===== src/hdl/rkdt_pkg.sv =====
package rkdt_pkg;

  // default storage widths
  localparam int TIME_WIDTH_DEF     = 32;
  localparam int POSITION_WIDTH_DEF = 16;

  // fixed field widths
  localparam int NOW_W      = 32;
  localparam int POS_W      = 16;
  localparam int CFG_W      = 16;
  localparam int CFG_IDX_W  = 1;

  // configuration reset values
  localparam logic [CFG_W-1:0] DEBOUNCE_RESET  = 16'd50;
  localparam logic [CFG_W-1:0] CLICK_SEP_RESET = 16'd1000;

  typedef enum logic [CFG_IDX_W-1:0] {
    REG_DEBOUNCE  = 1'b0,
    REG_CLICK_SEP = 1'b1
  } reg_idx_t;

  typedef enum logic [1:0] {
    OP_ROTATE = 2'd0,
    OP_PRESS  = 2'd1,
    OP_ACK    = 2'd2,
    OP_LOAD   = 2'd3
  } op_t;

  typedef struct packed {
    op_t                     opcode;
    logic [NOW_W-1:0]        now_ms;
    logic                    clk_level;
    logic                    dt_level;
    logic signed [POS_W-1:0] new_position;
  } in_item_t;

  typedef struct packed {
    logic signed [POS_W-1:0] position;
    logic                    updated;
    logic                    clicked;
    logic                    accepted;
  } out_item_t;

  // settings seen by the event core
  typedef struct packed {
    logic [CFG_W-1:0] debounce_delay;
    logic [CFG_W-1:0] min_click_separation;
  } cfg_t;

endpackage


===== src/hdl/rkdt_in_stage.sv =====
module rkdt_in_stage (
  input  logic              clk,
  input  logic              rst_n,
  input  logic              in_valid,
  output logic              in_ready,
  input  rkdt_pkg::in_item_t in_data,
  output logic              s1_valid,
  output rkdt_pkg::in_item_t s1_data,
  input  logic              s1_ready
);

  logic               s1_valid_r;
  logic               s1_valid_nxt;
  rkdt_pkg::in_item_t s1_data_r;
  logic               load;

  assign in_ready = !s1_valid_r || s1_ready;
  assign load     = in_valid && in_ready;

  always_comb begin
    if (load) begin
      s1_valid_nxt = 1'b1;
    end else if (s1_ready) begin
      s1_valid_nxt = 1'b0;
    end else begin
      s1_valid_nxt = s1_valid_r;
    end
  end

  always_ff @(posedge clk) begin
    if (!rst_n) begin
      s1_valid_r <= 1'b0;
    end else begin
      s1_valid_r <= s1_valid_nxt;
    end
  end

  // payload register, no reset
  always_ff @(posedge clk) begin
    if (load) begin
      s1_data_r <= in_data;
    end
  end

  assign s1_valid = s1_valid_r;
  assign s1_data  = s1_data_r;

endmodule


===== src/hdl/rkdt_core.sv =====
module rkdt_core #(
  parameter int TIME_WIDTH     = rkdt_pkg::TIME_WIDTH_DEF,
  parameter int POSITION_WIDTH = rkdt_pkg::POSITION_WIDTH_DEF
) (
  input  logic               clk,
  input  logic               rst_n,
  input  rkdt_pkg::cfg_t     cfg,
  input  logic               s1_valid,
  input  rkdt_pkg::in_item_t s1_data,
  output logic               s1_ready,
  output logic               out_valid,
  input  logic               out_ready,
  output rkdt_pkg::out_item_t out_data
);

  logic [POSITION_WIDTH-1:0] knob_r, knob_nxt;
  logic [TIME_WIDTH-1:0]     last_event_r, last_event_nxt;
  logic [TIME_WIDTH-1:0]     last_click_r, last_click_nxt;
  logic                      upd_r, upd_nxt;
  logic                      clk_pend_r, clk_pend_nxt;
  logic                      acc;
  logic                      out_valid_r;
  rkdt_pkg::out_item_t       out_data_r;
  logic                      adv;

  logic [TIME_WIDTH-1:0]     now_t;
  logic [TIME_WIDTH-1:0]     event_limit;
  logic [TIME_WIDTH-1:0]     click_limit;
  logic                      debounce_ok;
  logic                      click_ok;

  assign s1_ready = !out_valid_r || out_ready;
  assign adv      = s1_valid && s1_ready;

  // wrapping limits, unsigned compare
  assign now_t       = TIME_WIDTH'(s1_data.now_ms);
  assign event_limit = last_event_r + TIME_WIDTH'(cfg.debounce_delay);
  assign click_limit = last_click_r + TIME_WIDTH'(cfg.min_click_separation);
  assign debounce_ok = now_t > event_limit;
  assign click_ok    = now_t > click_limit;

  always_comb begin
    knob_nxt       = knob_r;
    last_event_nxt = last_event_r;
    last_click_nxt = last_click_r;
    upd_nxt        = upd_r;
    clk_pend_nxt   = clk_pend_r;
    acc            = 1'b0;
    case (s1_data.opcode)
      rkdt_pkg::OP_ROTATE: begin
        if (debounce_ok) begin
          acc            = 1'b1;
          last_event_nxt = now_t;
          upd_nxt        = 1'b1;
          if (s1_data.clk_level == s1_data.dt_level) begin
            knob_nxt = knob_r + POSITION_WIDTH'(1);
          end else begin
            knob_nxt = knob_r - POSITION_WIDTH'(1);
          end
        end
      end
      rkdt_pkg::OP_PRESS: begin
        if (debounce_ok) begin
          acc            = 1'b1;
          last_event_nxt = now_t;
          if (click_ok) begin
            clk_pend_nxt   = 1'b1;
            upd_nxt        = 1'b1;
            last_click_nxt = now_t;
          end
        end
      end
      rkdt_pkg::OP_ACK: begin
        upd_nxt      = 1'b0;
        clk_pend_nxt = 1'b0;
      end
      rkdt_pkg::OP_LOAD: begin
        // signed cast sign-extends or truncates
        knob_nxt = POSITION_WIDTH'(s1_data.new_position);
        upd_nxt  = 1'b1;
      end
      default: begin
        knob_nxt = knob_r;
      end
    endcase
  end

  always_ff @(posedge clk) begin
    if (!rst_n) begin
      knob_r       <= '0;
      last_event_r <= '0;
      last_click_r <= '0;
      upd_r        <= 1'b1;
      clk_pend_r   <= 1'b0;
      out_valid_r  <= 1'b0;
    end else begin
      if (adv) begin
        knob_r       <= knob_nxt;
        last_event_r <= last_event_nxt;
        last_click_r <= last_click_nxt;
        upd_r        <= upd_nxt;
        clk_pend_r   <= clk_pend_nxt;
      end
      if (s1_ready) begin
        out_valid_r <= s1_valid;
      end
    end
  end

  // result register, no reset
  always_ff @(posedge clk) begin
    if (adv) begin
      out_data_r.position <= rkdt_pkg::POS_W'(knob_nxt);
      out_data_r.updated  <= upd_nxt;
      out_data_r.clicked  <= clk_pend_nxt;
      out_data_r.accepted <= acc;
    end
  end

  assign out_valid = out_valid_r;
  assign out_data  = out_data_r;

endmodule


===== src/hdl/rotary_knob_debounce_tracker.sv =====
// rotary knob tracker with shared debounce and click separation
//
// input channel (in_valid / in_ready / in_data): one event per transaction,
//   rotate, press, acknowledge or load position, with a millisecond stamp
// result channel (out_valid / out_ready / out_data): exactly one result per
//   event, carrying the position and flags after that event
// config port (cfg_we / cfg_index / cfg_wdata): debounce delay and minimum
//   click separation, written only while the block is idle; the user must keep to this, the block does not enforce it
//
// path: an input transaction goes through the input register, then through one
//   add-compare against the stored times into the result register
// throughput: 1 event per cycle while out_ready stays high, set by the registered state update
// reset: position 0, both stored times 0, updated flag set, clicked clear,
//   delays back to 50 ms and 1000 ms, both channels empty
// stall: while out_ready is low the result register holds, the input
//   register fills behind it, and in_ready drops only when both are full
module rotary_knob_debounce_tracker #(
  parameter int TIME_WIDTH     = rkdt_pkg::TIME_WIDTH_DEF,
  parameter int POSITION_WIDTH = rkdt_pkg::POSITION_WIDTH_DEF
) (
  input  logic                              clk,
  input  logic                              rst_n,
  input  logic                              in_valid,
  output logic                              in_ready,
  input  rkdt_pkg::in_item_t                in_data,
  output logic                              out_valid,
  input  logic                              out_ready,
  output rkdt_pkg::out_item_t               out_data,
  input  logic                              cfg_we,
  input  logic [rkdt_pkg::CFG_IDX_W-1:0]    cfg_index,
  input  logic [rkdt_pkg::CFG_W-1:0]        cfg_wdata
);

  // configuration registers
  logic [rkdt_pkg::CFG_W-1:0] debounce_delay_r;
  logic [rkdt_pkg::CFG_W-1:0] click_sep_r;
  rkdt_pkg::cfg_t             cfg;

  // input stage to core
  logic               s1_valid;
  logic               s1_ready;
  rkdt_pkg::in_item_t s1_data;

  always_ff @(posedge clk) begin
    if (!rst_n) begin
      debounce_delay_r <= rkdt_pkg::DEBOUNCE_RESET;
      click_sep_r      <= rkdt_pkg::CLICK_SEP_RESET;
    end else if (cfg_we) begin
      case (rkdt_pkg::reg_idx_t'(cfg_index))
        rkdt_pkg::REG_DEBOUNCE:  debounce_delay_r <= cfg_wdata;
        rkdt_pkg::REG_CLICK_SEP: click_sep_r      <= cfg_wdata;
        default: begin
          // unknown index, ignored
          debounce_delay_r <= debounce_delay_r;
        end
      endcase
    end
  end

  assign cfg.debounce_delay       = debounce_delay_r;
  assign cfg.min_click_separation = click_sep_r;

  // input register
  rkdt_in_stage u_in_stage (
    .clk      (clk),
    .rst_n    (rst_n),
    .in_valid (in_valid),
    .in_ready (in_ready),
    .in_data  (in_data),
    .s1_valid (s1_valid),
    .s1_data  (s1_data),
    .s1_ready (s1_ready)
  );

  // debounce, position and flag state with the result register
  rkdt_core #(
    .TIME_WIDTH     (TIME_WIDTH),
    .POSITION_WIDTH (POSITION_WIDTH)
  ) u_core (
    .clk       (clk),
    .rst_n     (rst_n),
    .cfg       (cfg),
    .s1_valid  (s1_valid),
    .s1_data   (s1_data),
    .s1_ready  (s1_ready),
    .out_valid (out_valid),
    .out_ready (out_ready),
    .out_data  (out_data)
  );

`ifndef NO_ASSERTIONS
  // a click is never reported without the updated flag
  a_click_implies_upd: assert property (@(posedge clk) disable iff (!rst_n)
    out_valid && out_data.clicked |-> out_data.updated)
    else $error("clicked reported without updated");

  // acknowledge clears both flags and never reports acceptance
  a_ack_clears: assert property (@(posedge clk) disable iff (!rst_n)
    s1_valid && s1_ready && (s1_data.opcode == rkdt_pkg::OP_ACK)
    |=> out_valid && !out_data.updated && !out_data.clicked && !out_data.accepted)
    else $error("acknowledge result carries a flag");

  // load position always raises the updated flag
  a_load_sets_upd: assert property (@(posedge clk) disable iff (!rst_n)
    s1_valid && s1_ready && (s1_data.opcode == rkdt_pkg::OP_LOAD)
    |=> out_valid && out_data.updated && !out_data.accepted)
    else $error("load result without updated");
`endif

endmodule


===== config.mk =====
export PLATFORM = sky130hd
export DESIGN_NAME = rotary_knob_debounce_tracker
export DESIGN_NICKNAME = d
export VERILOG_FILES = /design/src/hdl/rkdt_pkg.sv /design/src/hdl/rkdt_in_stage.sv /design/src/hdl/rkdt_core.sv /design/src/hdl/rotary_knob_debounce_tracker.sv
export SDC_FILE = /design/constraint.sdc
export NUM_CORES = 1
export LEC_CHECK = 0
export BUFFER_PORTS_ARGS = -buffer_cell sky130_fd_sc_hd__buf_4
export CORE_MARGIN = 3
export CORE_UTILIZATION = 35
export DETAILED_ROUTE_END_ITERATION = 8
export GPL_TIMING_DRIVEN = 0
export PLACE_DENSITY = 0.62
export REMOVE_ABC_BUFFERS = 1
export SYNTH_ARGS = -nofsm -noshare
export SYNTH_HDL_FRONTEND = slang
export SYNTH_SLANG_ARGS = --single-unit

===== constraint.sdc =====
create_clock -name clk -period 6.3 [get_ports clk]
set_clock_uncertainty 0.15 [all_clocks]
set_input_delay 1.89 -clock clk [delete_from_list [all_inputs] [get_ports clk]]
set_output_delay 1.89 -clock clk [all_outputs]
set_load 0.05 [all_outputs]

# After elaboration in Yosys (flattened, before gate mapping)
# Cells that the tools add are included.
# classes
n_addsub	4
multipliers	0
div_mod_pow	0
magnitude_cmp	2
n_eq_ne	4
shifts	0
mux	13
n_bitwise	1
reduce_logical	13
# op_table
operator	count
$add 32x16->32	2
$gt 32x32->1	2
$mux 16	2
$pmux 16 s2	1
$add 16x1->16 const B	1
$sub 16x1->16 const B	1
$mux 1	8
$eq 2x2->1 const B	2
$pmux 1 s4	1
$reduce_and 2->1	2
$reduce_and 4->1	1
$reduce_and 3->1	1
$eq 2x1->1 const B	1
$logic_and 1x1->1	2
$logic_not 1->1	2
$logic_not 2->1	1
$logic_or 1x1->1	2
$pmux 1 s2	1
$reduce_bool 2->1	1
$reduce_or 2->1	1
$eq 1x1->1	1
$not 1->1	1
# totals
register_bits	187
latchBits	0
ram_bits	0
mem_bits_ro	0
n_memories	0

# Depth between registers and ports, before layout
# depth
depth_word	5
ltp_mapped	22
ltp_nobuf	20

# Hierarchy
# Synthesis repeated with hierarchy kept, for this count alone.
# unflattened
hier_cells	1196
area_unflattened_um2	11349.6
# modules_own_cells
mod	instances	cells_each	area_each_um2
rkdt_core	1	1006	8471.9
rkdt_in_stage	1	57	1619.1
rotary_knob_debounce_tracker	1	133	1258.7

# Worst setup path after synthesis
# Ideal clock, no wire load.
# synth_path
kind	reg2reg
startpoint	register debounce_delay_r[1] in the netlist's numbering
endpoint	register u_core.out_data_r (netlist bit u_core.out_data[15]) (data pin)
setup_ps	265
arrival_time_ps	4190
t_required_ps	5885
slack_ps	1695
stages_incl_launch_ff	21
n_path_buf	2
synth_period_minus_slack_ps	4605
cell_sequence	dfxtp_1 ha_1 a211oi_1 o21ai_1 a31oi_2 o221ai_1 a221oi_1 o2bb2ai_1 buf_2 nor2_1 xnor2_1 ha_1 a21oi_1 o21ai_1 a2111oi_1 o211ai_2 a31o_2 and3_4 clkbuf_2 a222oi_1 inv_1
# synth_between
elab_chain_cells	4
# synth_rtl
item	line	rtl
start, declared	rotary_knob_debounce_tracker.sv:35	logic [rkdt_pkg::CFG_W-1:0] debounce_delay_r;
start signal, assigned	rotary_knob_debounce_tracker.sv:46	debounce_delay_r <= rkdt_pkg::DEBOUNCE_RESET;
start signal, assigned	rotary_knob_debounce_tracker.sv:50	rkdt_pkg::REG_DEBOUNCE: debounce_delay_r <= cfg_wdata;
start signal, assigned	rotary_knob_debounce_tracker.sv:54	debounce_delay_r <= debounce_delay_r;
$add 32x16->32	rkdt_core.sv:37	assign event_limit = last_event_r + TIME_WIDTH'(cfg.debounce_delay);
$gt 32x32->1	rkdt_core.sv:39	assign debounce_ok = now_t > event_limit;
$mux 16	rkdt_core.sv:51	if (debounce_ok) begin
$pmux 16 s2	rkdt_core.sv:49	case (s1_data.opcode)
via u_core.knob_nxt[12]	rkdt_core.sv:16	logic [POSITION_WIDTH-1:0] knob_r, knob_nxt;
end, declared	rkdt_core.sv:23	rkdt_pkg::out_item_t out_data_r;
# The timed path passes the listed nets, and every way through them passes these cells.
# A chain may end at the register's enable or synchronous reset.

# Worst setup path after layout
# layout_path
startpoint	register debounce_delay_r[1] in the netlist's numbering
endpoint	register u_core.last_click_r[29]
# layout_between
elab_chain_cells	3
# layout_rtl
item	line	rtl
$add 32x16->32	rkdt_core.sv:37	
$gt 32x32->1	rkdt_core.sv:39	
$reduce_and 4->1 (no source line)	-	
end signal, assigned	rkdt_core.sv:100	last_click_r <= last_click_nxt;
end, declared	rkdt_core.sv:18	logic [TIME_WIDTH-1:0] last_click_r, last_click_nxt;
# Every way passes these cells.

==> metrics.txt <==
utilization after layout about two fifths; CTS Buf Count 17; wirelength, routed 26,900 um; CP Capture Type register; Place WS -240 ps; Worst path most repeated cell ha_1; pwr dens between 200 and 250 nW/um^2; Async SR Flop Fraction 0%; critical path required time approximately 6500 ps; Syn Inst Count 1,208; antenna cells 0; Skew-Pair Late Insertion Delay approximately 450 ps; total core area 30,700 sq um; worst slew pin tran approximately 1300 ps; Buf+Inv Stages, Crit Path 1; Max Clock Freq between 150 and 200 MHz; power share of the combinational group between 10% and 20%; full die area between 30,000 and 40,000 sq um; sw frac 27.7%; leak pwr roughly 0.0049 uW; DRT iter0 DRCs between 500 and 600; fin crit share 94.3%; EDFF count, synth 71; slowest CP cell and3_2; total number of vias a little under 9,000; gpl congestion just under 0.9; Final #Nets ~1,500; vias per cell slightly above 5; number of nets with antenna violations after routing 0; Post-CTS Hold Buffers 0; Syn Area/Cell between 9 and 10 sq um; H-tree Lvls 4; Power, Total between 2000 and 3000 uW; Hold Crit Class register to register; final hold viol count 0; Peak VDD IR between 200 and 250 uV; global route overflow 0; Setup CP Type register to register; DRT Pass-1 Iters 5; Synth cell types about 70; max_cap viols 0; relative slew slack approximately 15%; cell family with most CP delay compound AO/OA/AOI/OAI gates; maximum fanout along the worst path 22; CTS Buffer Depth 2; initial core utilization 35.6%; net load switching power between 800 and 900 uW; HPWL after DPL approximately 19,000 um; DRC Markers 0; Critical Path AT between 6000 and 7000 ps; gr usage total around 16%; minimum clock period 5940 ps; Final Setup Violations 0; FP Rows between 60 and 70; sequential element share of the synthesized area between 40% and 50%; Sequential Power Share 45.6%; global-route wire length before repair 44,300 um; Die H 183 um; clock-pin slew on the worst setup and hold paths approximately 70 ps; Ports 95; CTS root buf clkbuf_16; synthesis warning total 0; initial antenna violation count 0; status finished clean; setup ws final roughly 360 ps; Pint roughly 2200 uW; cell area after synthesis around 11,000 sq um; Pins Over Slew Limit 0; vias in the first global route 8,665; Startpoint Class register; RSZ-0062 raised after global routing no; # clock sinks around 190; routed len/inst 15.9 um; Clock power frac about two fifths; largest net degree at the start of global routing between 80 and 90; die width 183 um; ys flop type dfxtp_1; critical path, cell by cell ha_1 > a211oi_1 > o21ai_1 > a31oi_2 > o221ai_1 > a221oi_1 > o2bb2ai_1 > o21ai_0 > o31a_1 > ha_1 > nand4_1 > nor4_2 > nor2b_2 > a31oi_4 > a221oi_4 > and3_2 > buf_12 > mux2i_1; layout cells sized above 1 between 10% and 20%; register bit total from synthesis around 190; CP peak stage delay 520 ps; Syn-to-layout area delta 15.8%; CTS tree done; IO buf count 94
==> worst min-delay path: stages (launching register included) <==
cell	delay (ps)
dfxtp_1	310
nand2_1	50
a21oi_1	50
==> metrics by stage <==
stage / hold slack, ps / area (sq um) / cells / setup TNS, ps
global placement: 295 / 11900 / 1652 / -38860
CTS: 312 / 12600 / 1687 / 0
global route: 331 / 12600 / 1688 / 0
floorplan: 288 / 10700 / 1162 / 0
finish: 310 / 12600 / 1688 / 0
detailed placement: 302 / 12000 / 1655 / -7000
==> what timing repair did <==
item,4_1_cts,5_1_grt
gates resized for setup,1,3
setup buffers,0,0
setup endpoints to repair,32,89
pin swaps,0,0
==> synthesized netlist by cell type (all sizes together), types with 8 or more instances <==
library cell | instances | share of area [%]
nor2 | 53 | 1.8
nand3 | 31 | 1.4
a21o | 16 | 1.1
xor2 | 31 | 2.5
o211ai | 8 | 0.60
inv | 31 | 1.1
nand2b | 11 | 0.63
ha | 113 | 13
mux2i | 34 | 3.1
a21oi | 130 | 6.0
clkbuf | 29 | 1.0
dfxtp | 116 | 21
a31oi | 8 | 0.57
nand4 | 12 | 0.75
o21ai | 56 | 2.6
buf | 17 | 1.1
nand2 | 266 | 9.2
xnor2 | 35 | 2.8
and3 | 18 | 1.1
edfxtp | 71 | 20
nor3 | 13 | 0.64
nor2b | 13 | 0.77
and2 | 8 | 0.46
==> power groups by stage <==
stage	clock network, uW	registers, uW	logic [uW]
final	1150	1360	466
after global routing	1230	1370	527
after CTS	1170	1360	464
after detailed placement	0	1390	459
after global placement	0	1390	447
after floorplan	0	1400	286
==> layer usage <==
layer,part of all wire (%),GRT usage [%],vias to the layer above,wire length [um]
met5,0,0,-,0
li1,-,-,4438,-
met3,5.1,3.79,20,1380
met2,45,26.5,161,12200
met1,49,22.5,4127,13000
met4,0.93,3.78,0,251
==> cell usage in the layout, fill, tap and decap left out, types with 31 or more instances in the layout <==
cell type    n
buf_4       94
nor2_1      53
o21ai_0     51
mux2i_1     34
edfxtp_1    71
xnor2_1     35
nand2_1    266
ha_1       113
a21oi_1    129
nand3_1     31
dfxtp_1    116
==> path summary, 6_finish.rpt <==
path / startpoint / end / slack [ps] / cells after the start
setup / recovery: debounce_delay_r[1] / u_core.last_click_r[29] / 360 / 18
hold / removal: u_core.last_event_r[15] / u_core.last_event_r[15] / 310 / 2
setup reg to reg: debounce_delay_r[1] / u_core.last_click_r[29] / 360 / 18
hold reg to reg: u_core.last_event_r[15] / u_core.last_event_r[15] / 310 / 2
==> state kept, by name, indices dropped and copies added (netlist names) <==
signal and count:
u_core.knob_r 16, u_core.last_click_r 32, u_core.out_valid 1, click_sep_r 16
u_in_stage.s1_data 52, u_core.out_data 19, u_core.clk_pend_r 1, debounce_delay_r 16
u_in_stage.s1_valid 1, u_core.upd_r 1, u_core.last_event_r 32
==> cells by family after synthesis <==
logic type	count (synthesis)	synth area share [%]
AND/OR/NAND/NOR	447	18.3
AO/OA/AOI/OAI	281	15.8
flip-flops	187	40.8
adder cells (fa/ha/maj)	116	13.5
buffers and inverters	77	3.18
XOR/XNOR	66	5.30
multiplexers	34	3.12
==> cell type report <==
type	instances	area (sq um)
fillers	3018	18000
multi-input cells	944	6160
flip-flops and latches	187	4450
repair buffers	98	793
clock buffers	22	497
well taps	396	495
clock inverters	10	124
inverters	31	116
Power figures use the tool's default switching activity.
